File: config.mk
export PLATFORM = sky130hd
export DESIGN_NAME = relaxed_json_tokenizer
export DESIGN_NICKNAME = d
export VERILOG_FILES = /design/src/rtl/rjt_pkg.sv /design/src/rtl/relaxed_json_tokenizer.sv
export SDC_FILE = /design/constraint.sdc
export NUM_CORES = 1
export LEC_CHECK = 0
export BUFFER_PORTS_ARGS = -buffer_cell sky130_fd_sc_hd__buf_2
export CAP_MARGIN = 0
export CORE_MARGIN = 2
export CORE_UTILIZATION = 25
export CTS_CLUSTER_DIAMETER = 40
export DETAILED_ROUTE_END_ITERATION = 6
export SLEW_MARGIN = 25
export SYNTH_ARGS = -nofsm -noshare
export SYNTH_HDL_FRONTEND = slang
export SYNTH_SLANG_ARGS = --single-unit
File: constraint.sdc
create_clock -name clk -period 6.7 [get_ports clk]
set_input_delay 0.335 -clock clk [delete_from_list [all_inputs] [get_ports clk]]
set_output_delay 0.335 -clock clk [all_outputs]
set_load 0.01 [all_outputs]
File: src/rtl/rjt_pkg.sv
// Shared types and constants for the relaxed JSON tokenizer.
// Used by the top level and the port checker; no dependencies.
package rjt_pkg;

	// Width of the saturating line counter (8 to 32)
	localparam int LINE_BITS = 16;

	// Result queue between the lexer stage and the token port
	localparam int FIFO_DEPTH = 8;
	localparam int PTR_W      = $clog2(FIFO_DEPTH);
	localparam int CNT_W      = $clog2(FIFO_DEPTH + 1);
	// Most results one text byte can give rise to
	localparam int MAX_RES    = 3;

	// Character codes
	localparam logic [7:0] CH_HASH   = 8'h23;
	localparam logic [7:0] CH_COMMA  = 8'h2C;
	localparam logic [7:0] CH_LBRK   = 8'h5B;
	localparam logic [7:0] CH_RBRK   = 8'h5D;
	localparam logic [7:0] CH_LBRACE = 8'h7B;
	localparam logic [7:0] CH_RBRACE = 8'h7D;
	localparam logic [7:0] CH_COLON  = 8'h3A;
	localparam logic [7:0] CH_BSL    = 8'h5C;
	localparam logic [7:0] CH_LF     = 8'h0A;
	localparam logic [7:0] CH_TAB    = 8'h09;
	localparam logic [7:0] CH_CR     = 8'h0D;
	localparam logic [7:0] CH_SPACE  = 8'h20;
	localparam logic [7:0] CH_DQUOTE = 8'h22;
	localparam logic [7:0] CH_SQUOTE = 8'h27;

	typedef enum logic [1:0] {
		MODE_OUT     = 2'd0,
		MODE_COMMENT = 2'd1,
		MODE_QUOTED  = 2'd2,
		MODE_BARE    = 2'd3
	} lex_mode_t;

	typedef enum logic [2:0] {
		K_LOPEN  = 3'd0,
		K_LCLOSE = 3'd1,
		K_DOPEN  = 3'd2,
		K_DCLOSE = 3'd3,
		K_COLON  = 3'd4,
		K_BYTE   = 3'd5,
		K_VEND   = 3'd6,
		K_END    = 3'd7
	} tok_kind_t;

	typedef struct packed {
		logic [7:0] in_byte;
		logic       is_end;
	} in_item_t;

	typedef struct packed {
		tok_kind_t   token_kind;
		logic [7:0]  value_byte;
		logic [15:0] line_number;
		logic        last;
	} out_item_t;

endpackage

File: src/rtl/relaxed_json_tokenizer.sv
// Relaxed JSON tokenizer: one text byte per item, up to three tokens per item.
// Depends on rjt_pkg for types, character codes and queue sizing.
// Each item is held in the input register until its tokens enter the result queue.
// Throughput: 1 item per cycle while the 8-entry result queue has room for 3; the
// token port drains 1 token per cycle when not stalled, bounding multi-token bursts.
// Reset (arst_n low, asynchronous): outside mode, line count 1, queue empty.
module relaxed_json_tokenizer (
	input  logic              clk,
	input  logic              arst_n,
	input  logic              item_valid,
	output logic              item_stall,
	input  rjt_pkg::in_item_t item,
	output logic              token_valid,
	input  logic              token_stall,
	output rjt_pkg::out_item_t token
);

	// Input register
	logic              valid_s1;
	rjt_pkg::in_item_t item_s1;

	// Lexer state
	rjt_pkg::lex_mode_t          mode_q, mode_d;
	logic                        qsingle_q, qsingle_d;
	logic                        esc_q, esc_d;
	logic [rjt_pkg::LINE_BITS-1:0] line_q, line_d;

	// Result queue
	rjt_pkg::out_item_t          fifo_q [rjt_pkg::FIFO_DEPTH];
	logic [rjt_pkg::PTR_W-1:0]   wr_ptr_q, rd_ptr_q;
	logic [rjt_pkg::CNT_W-1:0]   count_q;

	// Results of the byte held in the input register
	rjt_pkg::out_item_t res [rjt_pkg::MAX_RES];
	logic [1:0]         res_n;

	logic room, fire, accept, pop;
	logic [7:0] b;
	logic is_ws, is_struct, is_quote, is_close_quote, do_out;
	rjt_pkg::tok_kind_t struct_kind;
	logic [31:0] line_ext;
	logic [15:0] line_out;

	// Handshakes
	assign room       = count_q <= rjt_pkg::CNT_W'(rjt_pkg::FIFO_DEPTH - rjt_pkg::MAX_RES);
	assign fire       = valid_s1 && room;
	assign item_stall = valid_s1 && !room;
	assign accept     = item_valid && !item_stall;
	assign token_valid = count_q != '0;
	assign pop        = token_valid && !token_stall;
	assign token      = fifo_q[rd_ptr_q];

	// Byte classes
	assign b         = item_s1.in_byte;
	assign is_ws     = (b == rjt_pkg::CH_SPACE) || (b >= rjt_pkg::CH_TAB && b <= rjt_pkg::CH_CR);
	assign is_quote  = (b == rjt_pkg::CH_DQUOTE) || (b == rjt_pkg::CH_SQUOTE);
	assign is_close_quote = qsingle_q ? (b == rjt_pkg::CH_SQUOTE) : (b == rjt_pkg::CH_DQUOTE);

	always_comb begin
		is_struct   = 1'b1;
		struct_kind = rjt_pkg::K_LOPEN;
		unique case (b)
			rjt_pkg::CH_LBRK:   struct_kind = rjt_pkg::K_LOPEN;
			rjt_pkg::CH_RBRK:   struct_kind = rjt_pkg::K_LCLOSE;
			rjt_pkg::CH_LBRACE: struct_kind = rjt_pkg::K_DOPEN;
			rjt_pkg::CH_RBRACE: struct_kind = rjt_pkg::K_DCLOSE;
			rjt_pkg::CH_COLON:  struct_kind = rjt_pkg::K_COLON;
			default:            is_struct = 1'b0;
		endcase
	end

	// Byte is handled as outside a value (directly, or after closing a bare value)
	always_comb begin
		do_out = 1'b0;
		if (!item_s1.is_end) begin
			if (mode_q == rjt_pkg::MODE_OUT)
				do_out = 1'b1;
			else if (mode_q == rjt_pkg::MODE_BARE && !esc_q &&
			         (is_ws || b == rjt_pkg::CH_COMMA || is_struct))
				do_out = 1'b1;
		end
	end

	// Saturate the line count to the 16-bit field
	assign line_ext = 32'(line_q);
	assign line_out = (line_ext > 32'h0000_FFFF) ? 16'hFFFF : line_ext[15:0];

	// Next lexer state
	always_comb begin
		mode_d    = mode_q;
		qsingle_d = qsingle_q;
		esc_d     = esc_q;
		line_d    = line_q;
		if (item_s1.is_end) begin
			mode_d    = rjt_pkg::MODE_OUT;
			qsingle_d = 1'b0;
			esc_d     = 1'b0;
		end else begin
			unique case (mode_q)
				rjt_pkg::MODE_COMMENT: begin
					if (b == rjt_pkg::CH_LF) begin
						if (line_q != '1)
							line_d = line_q + 1'b1;
						mode_d = rjt_pkg::MODE_OUT;
					end
				end
				rjt_pkg::MODE_QUOTED: begin
					if (esc_q)
						esc_d = 1'b0;
					else if (b == rjt_pkg::CH_BSL)
						esc_d = 1'b1;
					else if (is_close_quote) begin
						mode_d    = rjt_pkg::MODE_OUT;
						qsingle_d = 1'b0;
					end
				end
				rjt_pkg::MODE_BARE: begin
					if (esc_q)
						esc_d = 1'b0;
					else if (do_out)
						mode_d = rjt_pkg::MODE_OUT;
					else if (b == rjt_pkg::CH_BSL)
						esc_d = 1'b1;
				end
				default: ;
			endcase
			if (do_out) begin
				if (b == rjt_pkg::CH_LF) begin
					if (line_q != '1)
						line_d = line_q + 1'b1;
				end else if (is_ws || b == rjt_pkg::CH_COMMA || is_struct) begin
					// skip, or structural token only
				end else if (b == rjt_pkg::CH_HASH) begin
					mode_d = rjt_pkg::MODE_COMMENT;
				end else if (is_quote) begin
					mode_d    = rjt_pkg::MODE_QUOTED;
					qsingle_d = (b == rjt_pkg::CH_SQUOTE);
					esc_d     = 1'b0;
				end else begin
					mode_d = rjt_pkg::MODE_BARE;
					esc_d  = (b == rjt_pkg::CH_BSL);
				end
			end
		end
	end

	// Results of the current byte
	always_comb begin
		res_n = 2'd0;
		for (int i = 0; i < rjt_pkg::MAX_RES; i++) begin
			res[i].token_kind  = rjt_pkg::K_END;
			res[i].value_byte  = 8'h00;
			res[i].line_number = line_out;
			res[i].last        = 1'b0;
		end
		if (item_s1.is_end) begin
			if (mode_q == rjt_pkg::MODE_QUOTED || mode_q == rjt_pkg::MODE_BARE) begin
				if (esc_q) begin
					res[res_n].token_kind = rjt_pkg::K_BYTE;
					res[res_n].value_byte = rjt_pkg::CH_BSL;
					res_n = res_n + 2'd1;
				end
				res[res_n].token_kind = rjt_pkg::K_VEND;
				res_n = res_n + 2'd1;
			end
			res[res_n].token_kind = rjt_pkg::K_END;
			res_n = res_n + 2'd1;
		end else begin
			if (mode_q == rjt_pkg::MODE_QUOTED || mode_q == rjt_pkg::MODE_BARE) begin
				if (esc_q) begin
					res[res_n].token_kind = rjt_pkg::K_BYTE;
					res[res_n].value_byte = b;
					res_n = res_n + 2'd1;
				end else if (mode_q == rjt_pkg::MODE_QUOTED) begin
					if (is_close_quote) begin
						res[res_n].token_kind = rjt_pkg::K_VEND;
						res_n = res_n + 2'd1;
					end else if (b != rjt_pkg::CH_BSL) begin
						res[res_n].token_kind = rjt_pkg::K_BYTE;
						res[res_n].value_byte = b;
						res_n = res_n + 2'd1;
					end
				end else if (do_out) begin
					res[res_n].token_kind = rjt_pkg::K_VEND;
					res_n = res_n + 2'd1;
				end else if (b != rjt_pkg::CH_BSL) begin
					res[res_n].token_kind = rjt_pkg::K_BYTE;
					res[res_n].value_byte = b;
					res_n = res_n + 2'd1;
				end
			end
			if (do_out) begin
				if (is_struct) begin
					res[res_n].token_kind = struct_kind;
					res_n = res_n + 2'd1;
				end else if (!is_ws && b != rjt_pkg::CH_COMMA && b != rjt_pkg::CH_HASH &&
				             !is_quote && b != rjt_pkg::CH_BSL) begin
					res[res_n].token_kind = rjt_pkg::K_BYTE;
					res[res_n].value_byte = b;
					res_n = res_n + 2'd1;
				end
			end
		end
		// Mark the final result of this byte
		for (int i = 0; i < rjt_pkg::MAX_RES; i++)
			res[i].last = (2'(i) + 2'd1 == res_n);
	end

	// Input register
	always_ff @(posedge clk or negedge arst_n) begin
		if (!arst_n) begin
			valid_s1 <= 1'b0;
		end else if (accept) begin
			valid_s1 <= 1'b1;
		end else if (fire) begin
			valid_s1 <= 1'b0;
		end
	end

	always_ff @(posedge clk) begin
		if (accept)
			item_s1 <= item;
	end

	// Lexer state, advanced when the held byte moves into the queue
	always_ff @(posedge clk or negedge arst_n) begin
		if (!arst_n) begin
			mode_q    <= rjt_pkg::MODE_OUT;
			qsingle_q <= 1'b0;
			esc_q     <= 1'b0;
			line_q    <= rjt_pkg::LINE_BITS'(1);
		end else if (fire) begin
			mode_q    <= mode_d;
			qsingle_q <= qsingle_d;
			esc_q     <= esc_d;
			line_q    <= line_d;
		end
	end

	// Queue pointers and fill count
	always_ff @(posedge clk or negedge arst_n) begin
		if (!arst_n) begin
			wr_ptr_q <= '0;
			rd_ptr_q <= '0;
			count_q  <= '0;
		end else begin
			if (fire)
				wr_ptr_q <= wr_ptr_q + rjt_pkg::PTR_W'(res_n);
			if (pop)
				rd_ptr_q <= rd_ptr_q + 1'b1;
			count_q <= count_q + (fire ? rjt_pkg::CNT_W'(res_n) : '0) -
			           rjt_pkg::CNT_W'(pop);
		end
	end

	// Write the results into free queue slots
	always_ff @(posedge clk) begin
		if (fire) begin
			for (int i = 0; i < rjt_pkg::MAX_RES; i++) begin
				if (2'(i) < res_n)
					fifo_q[rjt_pkg::PTR_W'(wr_ptr_q + rjt_pkg::PTR_W'(i))] <= res[i];
			end
		end
	end

endmodule

Yosys cells after proc, flatten, opt, wreduce, memory -nomap -nowiden
Memory sizes are Yosys's and may differ from the RTL's.
Index checks and enable logic that the tools add are counted.
{"block": "word_totals", "output_inout_bits": 30, "wordCells": 196, "ff_bits": 40, "n_memories": 1, "ramBits": 224}
{"block": "op_classes", "n_eq_ne": 22, "n_reduce_logical": 30, "n_lt_le_gt_ge": 13, "muxes": 106, "bitwise": 4, "addsub": 10}
{"name": "fifo_q", "depth": 8, "width": 28, "read_ports": 1, "rd_clocked_by_memory_dff": 0, "write_ports": 3, "line": "relaxed_json_tokenizer.sv:29", "text": "rjt_pkg::out_item_t fifo_q [rjt_pkg::FIFO_DEPTH];"}
{"cell": "2-to-1 mux 84 bit", "n": 6}
{"cell": "bitwise mux 84 bit", "n": 5}
{"cell": "demux 28 bit (select 2 bit)", "n": 4}
{"cell": "2-to-1 mux 16 bit", "n": 7}
{"cell": "2-to-1 mux 28 bit", "n": 3}
{"cell": "2-to-1 mux 11 bit", "n": 6}
{"cell": "2-to-1 mux 2 bit", "n": 26}
{"cell": "== test 8 x 6 -> 1 bit (second input constant)", "n": 6}
{"cell": "== test 8 x 7 -> 1 bit (second input constant)", "n": 5}
{"cell": "2-to-1 mux 1 bit", "n": 40}
{"cell": "2-to-1 mux 25 bit", "n": 1}
{"cell": "2-to-1 mux 10 bit", "n": 2}
{"cell": "adder 16 x 1 -> 16 bit (second input constant)", "n": 1}
{"cell": "> comparator 16 bit (second input constant)", "n": 1}
{"cell": "2-to-1 mux 8 bit", "n": 2}
{"cell": "!= test 16 bit (second input constant)", "n": 1}
{"cell": "!= test 8 x 6 -> 1 bit (second input constant)", "n": 2}
{"cell": "logical AND 1 bit", "n": 14}
{"cell": "case mux 3 bit (4 select lines)", "n": 1}
{"cell": "greater-or-equal comparator 3 bit (second input constant)", "n": 3}
{"cell": "less-than comparator 3 x 1 -> 1 bit (second input constant)", "n": 3}
{"cell": "inverter 2 -> 3 bit", "n": 3}
{"cell": "== test 8 x 4 -> 1 bit (second input constant)", "n": 1}
{"cell": "greater-or-equal comparator 8 x 4 -> 1 bit (second input constant)", "n": 1}
{"cell": "other kinds (26)", "n": 41}

Logic depth before layout (Yosys ltp)
Gate-level depths: netlist (run 1).
{"block": "depth", "ltp_word": 25, "mapped_depth": 17}

Least setup slack after synthesis (run 1)
OpenSTA, ideal clock, no wires.
{"block": "synth_path", "path_kind": "flip-flop to flip-flop", "startpoint": "reg item_s1 (netlist bit b[1])", "endpoint": "mem fifo_q[0][0] (netlist bit), enable pin", "path_buffers": 1, "arrival_time_ps": 3709, "stages_incl_launch_ff": 11, "setup_ps": 419, "setup_slack_ps": 2571, "required_time_ps": 6281, "cell_sequence": "edfxtp_1 > buf_6 > or4_4 > a221oi_1 > nor2_1 > and2_1 > ha_1 > mux2i_1 > o221a_2 > and2_1 > o21bai_1"}
{"element": "start, declared", "line": "relaxed_json_tokenizer.sv:20", "text": "rjt_pkg::in_item_t item_s1;"}
{"element": "start signal, assigned", "line": "relaxed_json_tokenizer.sv:222", "text": "item_s1 <= item;"}
{"element": "end, declared", "line": "relaxed_json_tokenizer.sv:29"}

==> results of run 1 <==
worst max-delay path, cell delays in order (launching register included):
cell and delay, ns:
edfxtp_1 0.58, nor4bb_1 0.36, nand3_1 0.21, o21ai_2 0.37
clkinv_1 0.34, ha_1 0.40, o211ai_1 0.10, a22oi_2 0.50
nand3_1 0.23, nand2_1 0.31, a31o_2 0.76
metrics by stage:
stage                     cell area (sq um)   util  worst slack (ns)  std cells  power (mW)
after floorplan                       11900      -              2.57        784        3.77
after global placement                12800  0.274              2.35       1405        4.48
after detailed placement              12800  0.274              2.21       1405        4.50
after CTS                             14100  0.301              2.20       1479        6.38
after global routing                  14100  0.302              1.74       1480        6.64
final                                 14100  0.302              2.13       1480        6.29
worst paths after layout:
kind / slack, ns / depth (start not counted) / to
worst max-delay path: 2.13 / 10 / fifo_q[7][20]
worst min-delay path: 0.02 / 2 / valid_s1
worst max register to register: 2.13 / 10 / fifo_q[7][20]
worst min register to register: 0.54 / 2 / qsingle_q
max in group asynchronous: 5.66 / 2 / rd_ptr_q[0]
min in group asynchronous: 0.43 / 2 / qsingle_q
flip-flops by register name, summed over array words and instances, names as in the netlist:
name / count
fifo_q: 224
line_q: 16
b: 8
count_q: 4
rd_ptr_q: 3
wr_ptr_q: 3
mode_q: 2
esc_q: 1
item_s1: 1
qsingle_q: 1
valid_s1: 1
per-layer routing:
metal	GRT usage	up-vias	routed length [um]
met1	0.146	3531	12100
li1	-	3199	-
met4	0.0342	0	652
met5	0	-	0
met2	0.173	235	12600
met3	0.0237	47	1560
cell type report:
type                    instances  area [sq um]
fillers                      4635         32600
inverters                      18          67.6
repair buffers                 60           390
multi-input cells             467          3950
well taps                     607           759
clock inverters                20           246
flip-flops and latches        264          7780
clock buffers                  44           920
placed cells by master (no fill, tap or decap), types with 17 or more instances in the layout:
| cell type | count |
|---|---|
| edfxtp_1 | 233 |
| nor2_1 | 93 |
| inv_1 | 17 |
| buf_2 | 42 |
| nand3_1 | 31 |
| mux4_2 | 56 |
| nand2_1 | 52 |
| dfrtp_1 | 28 |
| clkbuf_16 | 35 |
| mux2_2 | 33 |
what timing repair did:
action,4_1_cts,5_1_grt
buffers inserted,0,0
hold buffers,10,0
hold endpoints to repair,39,0
cell families after synthesis:
kind of cell             after synthesis  share of synthesized area
flip-flops                           264                      0.654
XOR/XNOR                              19                     0.0140
buffers and inverters                 53                     0.0178
multiplexers                          98                      0.145
AO/OA/AOI/OAI                         97                     0.0575
AND/OR/NAND/NOR                      239                     0.0959
adder cells (fa/ha/maj)               14                     0.0160
report_power, final:
part,total [mW],switching [mW],leakage (nW),internal [mW]
clock,1.85,0.732,0.570,1.12
sequential,2.36,0.168,2.55,2.19
combinational,2.08,1.20,1.88,0.882
total,6.29,2.10,5.00,4.20
==> results.md, run 1 <==
- Post-CTS resize count: 0
- PortBufs: 42
- Hold Vio Cnt, Final: 0
- Hold Path Class: in2reg
- Pre-Repair DR Iteration Count: 5
- Yosys warns: 0
- Critical path endpoint category: flop
- Die width: 222 um
- DIE AREA: 0.0493 sq mm
- Status: complete, no violations
- CTS tree: done
- Row cnt: 79
- Iter 0 DRT Violations: 552
- Part of the cycle the worst path needs: 0.682
- Worst-Skew Late Latency: 0.52 ns
- RR Startpoint: b[0]
- Post-Syn Nets: 811
- Worst hold margin: 0.0202 ns
- Detailed placement HPWL: 17.2 mm
- Final setup vio count: 0
- Clock Path Buffers: 3
- CP Max Fanout: 28
- Number of synthesized flops with an enable pin: 233
- CTS clk-pin slew, worst paths: 0.05 ns
- First-pass GRT wire length: 41.3 mm
- Via Count: 7,012
- Area Overhead vs Synth: 18.7%
- RePlAce Congestion: 0.907
- Initial antenna violation count: 0
- Critical path type: reg2reg
- Library cell with the highest instance count after synthesis: edfxtp_1
- Slew Limit Fails: 0
- RSZ-0062 raised after global routing: false
- Tot GR Track Use: 0.108
- GRT overflow: 0
- Layout cells sized above 1: 0.245
- Maximum VDD drop: 0.210 mV
- Post-synthesis cell area: 0.0119 sq mm
- Crit. Startpoint: b[0]
- Post-Route Setup TNS: 0 ns
- Clock root buffer: clkbuf_16
- Sequential share of the synthesized area: 0.654
- Syn_area_per_cell: 15.2 sq um
- H-tree depth: 2
- Top cells by count, synth: 233 x edfxtp_1, 93 x nor2_1, 56 x mux4_2, 52 x nand2_1, 33 x mux2_2
- # nets final: 873
- Netlist cell types: 69
- CTS sink cnt: 264
- Core ar.: 0.0468 sq mm
- Layout Skew: 0.0219 ns
- Synth Flop Type: edfxtp_1
- Area leader, netlist: edfxtp_1
- DR vias/cell: 4.74
- Rel. slew slack: 0.284
- Routed len/inst: 18.2 um
- # IOs: 43
- Worst Tran Pin Value: 1.06 ns
- Die Y: 222 um
- Syn Inst Count: 784
- Post-route ant nets: 0
- Register bit count reported by yosys: 264
- Number of global-route vias before repair: 7,106
- Ant diodes: 0
- Asr flop ratio synth: 0.117
- Main area contributors after synthesis: edfxtp_1 59%, mux4_2 11%, dfrtp_1 6.3%, mux2_2 3.1%, nor2_1 2.9%
- Largest net degree at the start of global routing: 59
- Maximum clock frequency: 0.219 GHz
- Leakage Power: 5.00 nW
- # DRC: 0
- HP Start: item_valid
- Final WL: 27.0 mm
- Worst EP required: 6.84 ns
- Final min period: 4.57 ns
- Startpoint types: flop
- PD cells: 446 mW/mm^2
- Total CTS buffers: 35
- Max Cap Viol: 0
- Starting Density: 0.254
- Synth top area share: 0.589
- Critical Path AT: 4.71 ns
Note: power is estimated with default switching activity, not from simulation.
==> inputs of run 2 (changes only) <==
==> constraint.sdc (replaced) <==
create_clock -name clk -period 4.49 [get_ports clk]
set_input_delay 0.2245 -clock clk [delete_from_list [all_inputs] [get_ports clk]]
set_output_delay 0.2245 -clock clk [all_outputs]
set_load 0.01 [all_outputs]
==> run 2 against run 1 <==
Net effect:
- register-to-register slack got worse by 1.8 ns
- count of clock-buffer cells in the layout fell by 6
- die area stayed put
- clock power is 27% higher
- critical path depth up 1
- first-iteration DRC count up 0.36%
- largest power group unchanged
- highest routed layer unchanged
==> results.md, run 2 (same netlist as run 1, synthesis figures left out) <==
- Number of global-route vias before repair: 7,028 (-1.1%)
- # nets final: 877 (+0.46%)
- Total CTS buffers: 29 (-17%)
- DIE AREA: 0.0493 sq mm (unchanged)
- Maximum clock frequency: 0.238 GHz (+8.7%)
- Clock root buffer: clkbuf_16
- Commonest non-fill, non-tap cells in the layout: 233 x edfxtp_1, 93 x nor2_1, 56 x mux4_2
- Cells traversed along the worst timing path: or4_4, a221oi_1, nor2_1, and2_1, ha_1, o211ai_1, a22oi_2, nand3_1, nand2_1, o21bai_4, buf_4
- CTS clk-pin slew, worst paths: 0.06 ns (about the same)
- Commonest non-fill, non-tap cell in the layout: edfxtp_1
- Die Y: 222 um (unchanged)
- Max Cap Viol: 0 (unchanged)
- H-tree depth: 1 (-1)
- Clock network power share: 0.260 (-0.035)
- R2R setup slack: 0.28 ns (-1.84 ns)
- Final setup vio count: 0 (unchanged)
- Sw frac: 0.338 (+0.00489)
- Die width: 222 um (unchanged)
- Maximum VDD drop: 0.317 mV (+51%)
- Largest register FFs: 224 (unchanged)
- Largest Register: fifo_q
- CP peak stage delay: 0.59 ns (-0.17 ns)
- Slew Limit Fails: 0 (unchanged)
- Final WL: 26.7 mm (-1.2%)
- CP bufs+invs: 1 (unchanged)
- Power Total: 9.01 mW (+43%)
- Gate power share: 0.333 (+0.002)
- Tot GR Track Use: 0.108 (-0.000452)
- Largest net degree at the start of global routing: 45 (-24%)
- Via Count: 6,956 (-0.80%)
- Iter 0 DRT Violations: 554 (+0.36%)
- Worst-Skew Late Latency: 0.57 ns (+0.05 ns)
- Seq pwr share: 0.406 (+0.031)
- Core ar.: 0.0468 sq mm (unchanged)
- Critical path endpoint category: flop
- Post-CTS resize count: 0 (unchanged)
- RSZ-0062 raised after global routing: false
- Largest registers: fifo_q: 224 flops, line_q: 16 flops, b: 8 flops
- Row cnt: 79 (unchanged)
- PortBufs: 42 (unchanged)
- Cells on Worst Hold Path: 4 (+2)
- Worst Tran Pin Value: 1.07 ns (+0.00265 ns)
- PD cells: 644 mW/mm^2 (+44%)
- Hold Vio Cnt, Final: 0 (unchanged)
- CTS sink cnt: 264 (unchanged)
- Status: complete, no violations
- CTS tree: done
- Layout Skew: 0.0168 ns (-0.00507 ns)
- Starting Density: 0.254 (unchanged)
- # DRC: 0 (unchanged)
- Ant diodes: 0 (unchanged)
- DR vias/cell: 4.70 (-0.80%)
- R2r endpoint: fifo_q[6][12]
- Fin util: 0.300 (-0.00222)
- Routed len/inst: 18.0 um (-1.2%)
- Top delay family on crit path: simple AND/OR/NAND/NOR gates
- Switching power: 3.05 mW (+45%)
- RR Startpoint: b[1]
- Post-Route Setup TNS: 0 ns (unchanged)
- Power Internal: 5.96 mW (+42%)
- Final min period: 4.21 ns (-0.365 ns)
- Critical Path AT: 4.42 ns (-0.29 ns)
- # IOs: 43 (unchanged)
- Filler Cell Count: 4,578 (-1.2%)
- HP Start: token_stall
- Worst Hold End: rd_ptr_q[2]
- Detailed placement HPWL: 17.4 mm (+1.0%)
- Part of the cycle the worst path needs: 0.937 (+0.254)
- Worst hold margin: 0.0654 ns (+0.0452 ns)
- Initial antenna violation count: 0 (unchanged)
- First-pass GRT wire length: 41.7 mm (+1.1%)
- RePlAce Congestion: 0.897 (-1.1%)
- Startpoint types: flop
- Setup WS post-layout: 0.284 ns (-1.84 ns)
- Layout cells sized above 1: 0.249 (+0.00344)
- Pre-Repair DR Iteration Count: 5 (unchanged)
- Slowest CP cell: or4_4
- Clock Path Buffers: 3 (unchanged)
- Cells on worst reg2reg path: 11 (+1)
- GRT overflow: 0 (unchanged)
- Hold Path Class: in2reg
- Worst EP required: 4.70 ns (-2.14 ns)
- Leakage Power: 4.95 nW (-0.94%)
- Rel. slew slack: 0.283 (-0.00178)
- Place WS: 0.283 ns (-1.93 ns)
- Post-route ant nets: 0 (unchanged)
- Area Overhead vs Synth: 17.8%
- CP Max Fanout: 28 (unchanged)
- Critical path type: reg2reg
## run 2: cell types whose count changed in the layout (fill, tap and decap cells not counted), moves of 2 or more
cell / before / now
buf_4: 7 / 14
clkbuf_16: 35 / 29
buf_12: 0 / 3
clkbuf_1: 8 / 5
clkbuf_8: 1 / 4
clkinv_4: 1 / 4
bufinv_16: 3 / 1
inv_6: 5 / 3
inv_8: 3 / 1
## run 2: worst max path at each step
stage	startpoint	end	slack, ns	cells past startpoint
2_1_floorplan	b[1]	fifo_q[0][0]	0.36	10
3_3_place_gp	b[1]	fifo_q[4][15]	0.40	10
3_5_place_dp	b[1]	fifo_q[6][4]	0.28	11
4_1_cts	b[1]	fifo_q[6][12]	0.27	11
5_1_grt	b[1]	fifo_q[6][12]	0.01	11
6_report	b[1]	fifo_q[6][12]	0.28	11
## run 2: power groups by stage
stage / Clock, mW / Combinational, mW / Sequential (mW)
floorplan: 0 / 2.22 / 3.41
CTS: 2.40 / 3.07 / 3.68
global placement: 0 / 3.02 / 3.70
global route: 2.51 / 3.30 / 3.74
detailed placement: 0 / 3.05 / 3.72
finish: 2.35 / 3.01 / 3.66
## run 2: cell type report
| cell class | count | area [sq um] | area share |
|---|---|---|---|
| sequential | 264 | 7780 | 0.555 |
| clock buffer | 38 | 800 | 0.0571 |
| tap | 607 | 759 | 0.0542 |
| inverter | 18 | 67.6 | 0.00482 |
| clock inverter | 16 | 168 | 0.0120 |
| multi-input combinational | 467 | 3950 | 0.282 |
| timing repair buffer | 70 | 485 | 0.0347 |
## run 2: timing repair
| item | in CTS | in global routing |
|---|---|---|
| endpoints found under the hold margin | 40 | 0 |
| hold buffers | 11 | 0 |
| buffers inserted | 0 | 0 |
| endpoints found under the setup margin | 0 | 28 |
## run 2: metrics by stage
step | instances | cell area [sq um]
2_1_floorplan | 784 | 11900
3_3_place_gp | 1415 | 12900
3_5_place_dp | 1415 | 12900
4_1_cts | 1480 | 14000
5_1_grt | 1480 | 14000
6_report | 1480 | 14000
## run 2: layer usage
layer	up-vias	wire length, um	track usage
met3	44	1460	0.0215
met5	-	0	0
met1	3502	12400	0.153
met2	217	12200	0.171
met4	0	541	0.0231
li1	3193	-	-
## run 2: worst min-delay path: stages
cell	delay, ns
buf_2	0.08
a21oi_1	0.11
nand2_1	0.11
xnor2_1	0.06
==> inputs of run 3 (changes only) <==
--- a/config.mk
+++ b/config.mk
@@ -5,7 +5,7 @@
 export SDC_FILE = /design/constraint.sdc
 export NUM_CORES = 1
 export LEC_CHECK = 0
-export BUFFER_PORTS_ARGS = -buffer_cell sky130_fd_sc_hd__buf_2
+export BUFFER_PORTS_ARGS = -buffer_cell sky130_fd_sc_hd__buf_4
 export CAP_MARGIN = 0
 export CORE_MARGIN = 2
 export CORE_UTILIZATION = 25
==> run 3 against run 2 <==
Net effect:
- first-iteration DRC count is 19% higher
- count of clock-buffer cells in the layout is 1 higher
- sequential share of layout area is 1.1 points lower
- core utilization is 0.62 points higher
- power is 5.2% higher
- setup slack better by 0.0087 ns
- combinational power is 6% higher
- critical path depth stayed put
- cell count is 0.61% higher
- fmax is 0.21% higher
- die area stayed put
- hold slack better by 0.024 ns
- highest routed layer unchanged
==> results.md, run 3 (same netlist as run 1, synthesis figures left out) <==
- Status: complete, no violations
- Commonest non-fill, non-tap cell in the layout: edfxtp_1
- Cells on worst reg2reg path: 11 (unchanged)
- # IOs: 43 (unchanged)
- DR vias/cell: 4.73 (+0.54%)
- Starting Density: 0.254 (unchanged)
- PD cells: 664 mW/mm^2 (+3.1%)
- Worst Hold End: rd_ptr_q[0]
- RSZ-0062 raised after global routing: false
- Power Total: 9.49 mW (+5.2%)
- R2r endpoint: fifo_q[6][23]
- Maximum clock frequency: 0.238 GHz (+0.21%)
- Via Count: 7,036 (+1.2%)
- Leakage Power: 5.07 nW (+2.3%)
- Routed len/inst: 18.1 um (+0.45%)
- Final setup vio count: 0 (unchanged)
- Critical path type: reg2reg
- Commonest non-fill, non-tap cells in the layout: 233 x edfxtp_1, 93 x nor2_1, 56 x mux4_2, 56 x buf_4, 52 x nand2_1
- Critical Path AT: 4.35 ns (-0.07 ns)
- Row cnt: 79 (unchanged)
- Hold Vio Cnt, Final: 0 (unchanged)
- GRT overflow: 0 (unchanged)
- Pre-Repair DR Iteration Count: 5 (unchanged)
- Layout cells sized above 1: 0.256 (+0.00767)
- HP Start: token_stall
- Core ar.: 0.0468 sq mm (unchanged)
- CTS clk-pin slew, worst paths: 0.06 ns (about the same)
- Area Overhead vs Synth: 20.2%
- Worst Tran Pin Value: 1.01 ns (-0.0564 ns)
- Max Cap Viol: 0 (unchanged)
- Clock Path Buffers: 3 (unchanged)
- DIE AREA: 0.0493 sq mm (unchanged)
- Number of global-route vias before repair: 7,182 (+2.2%)
- Slew Limit Fails: 0 (unchanged)
- Die Y: 222 um (unchanged)
- RR Startpoint: b[1]
- Initial antenna violation count: 0 (unchanged)
- Storage element area: 0.00778 sq mm (unchanged)
- Part of the cycle the worst path needs: 0.935 (-0.00195)
- Maximum VDD drop: 0.382 mV (+21%)
- R2R setup slack: 0.29 ns (about the same)
- Largest net degree at the start of global routing: 40 (-11%)
- Post-CTS resize count: 0 (unchanged)
- Largest registers: fifo_q: 224 flops, line_q: 16 flops, b: 8 flops
- Iter 0 DRT Violations: 661 (+19%)
- Tot GR Track Use: 0.109 (+0.00163)
- # nets final: 883 (+0.68%)
- Layout Skew: 0.0318 ns (+0.0150 ns)
- Worst EP required: 4.64 ns (-0.06 ns)
- Largest register FFs: 224 (unchanged)
- Ant diodes: 0 (unchanged)
- Worst-Skew Late Latency: 0.53 ns (-0.04 ns)
- Startpoint types: flop
- CTS sink cnt: 264 (unchanged)
- Hold buffers post-CTS: 11 (unchanged)
- Clock root buffer: clkbuf_16
- CTS tree: done
- Critical path endpoint category: flop
- Detailed placement HPWL: 17.6 mm (+1.3%)
- Post-Route Setup TNS: 0 ns (unchanged)
- RePlAce Congestion: 0.894 (-0.29%)
- Footprint of the multi-input gates: 0.00395 sq mm (unchanged)
- CP Max Fanout: 28 (unchanged)
- First-pass GRT wire length: 42.3 mm (+1.3%)
- Post-route ant nets: 0 (unchanged)
- PortBufs: 42 (unchanged)
- H-tree depth: 2 (+1)
- # Post-CTS Setup Buffers: 0 (unchanged)
- # DRC: 0 (unchanged)
- Total CTS buffers: 34 (+17%)
- Die width: 222 um (unchanged)
- Final min period: 4.20 ns (-0.00873 ns)
- Cells on Worst Hold Path: 3 (-1)
- Hold Path Class: in2reg
- Largest Register: fifo_q
- Filler Cell Count: 4,584 (+0.13%)
- Rel. slew slack: 0.324 (+0.0410)
- Final WL: 27.0 mm (+1.1%)
## run 3: changes by cell type in the layout (fill, tap and decap cells not counted), sizes merged
cell      before  now
clkbuf        38   39
inv           22   24
clkinv         9   10
buf           59   60
clkinvlp       2    5
bufinv         1    2
## run 3: how the worst max path moves through the flow
stage	start	end	slack, ns
2_1_floorplan	b[1]	fifo_q[0][0]	0.36
3_3_place_gp	b[1]	fifo_q[2][9]	0.43
3_5_place_dp	b[1]	fifo_q[6][15]	0.34
4_1_cts	b[1]	fifo_q[6][23]	0.35
5_1_grt	b[1]	fifo_q[7][27]	0.01
6_report	b[1]	fifo_q[6][23]	0.29
## run 3: routing by layer
| metal | track usage | vias up | wire length (um) |
|---|---|---|---|
| li1 | - | 3208 | - |
| met1 | 0.154 | 3543 | 12400 |
| met2 | 0.172 | 233 | 12500 |
| met3 | 0.0200 | 52 | 1460 |
| met4 | 0.0333 | 0 | 650 |
| met5 | 0 | - | 0 |
## run 3: through the flow
stage	instance area, sq um	cells	util	hold slack, ns	setup slack, ns
global placement	13100	1416	0.279	0.200	0.431
floorplan	11900	784	-	-0.0711	0.361
finish	14300	1489	0.306	0.0891	0.293
global route	14300	1489	0.306	0.121	0.0134
detailed placement	13100	1416	0.279	0.208	0.341
CTS	14300	1489	0.306	0.101	0.351
## run 3: area by class of cell
cell class / count / share of cell area
Multi-Input combinational cell: 467 / 0.276
Inverter: 18 / 0.00473
Clock inverter: 23 / 0.0167
Tap cell: 607 / 0.0531
Sequential cell: 264 / 0.544
Clock buffer: 39 / 0.0623
Timing Repair Buffer: 71 / 0.0427
## run 3: power by group
part | switching [mW] | total (mW) | internal, mW
registers | 0.371 | 3.63 | 3.26
clock network | 1.09 | 2.67 | 1.58
logic | 1.68 | 3.19 | 1.50
## run 3: worst max-delay path, cell delays in order (launching register included)
cell and delay [ns]:
edfxtp_1 0.53, or4_4 0.59, a221oi_1 0.39, nor2_1 0.12, and2_1 0.17, ha_1 0.31, o211ai_1 0.10, a22oi_2 0.49
nand3_1 0.23, nand2_1 0.32, o21bai_4 0.18, buf_4 0.41
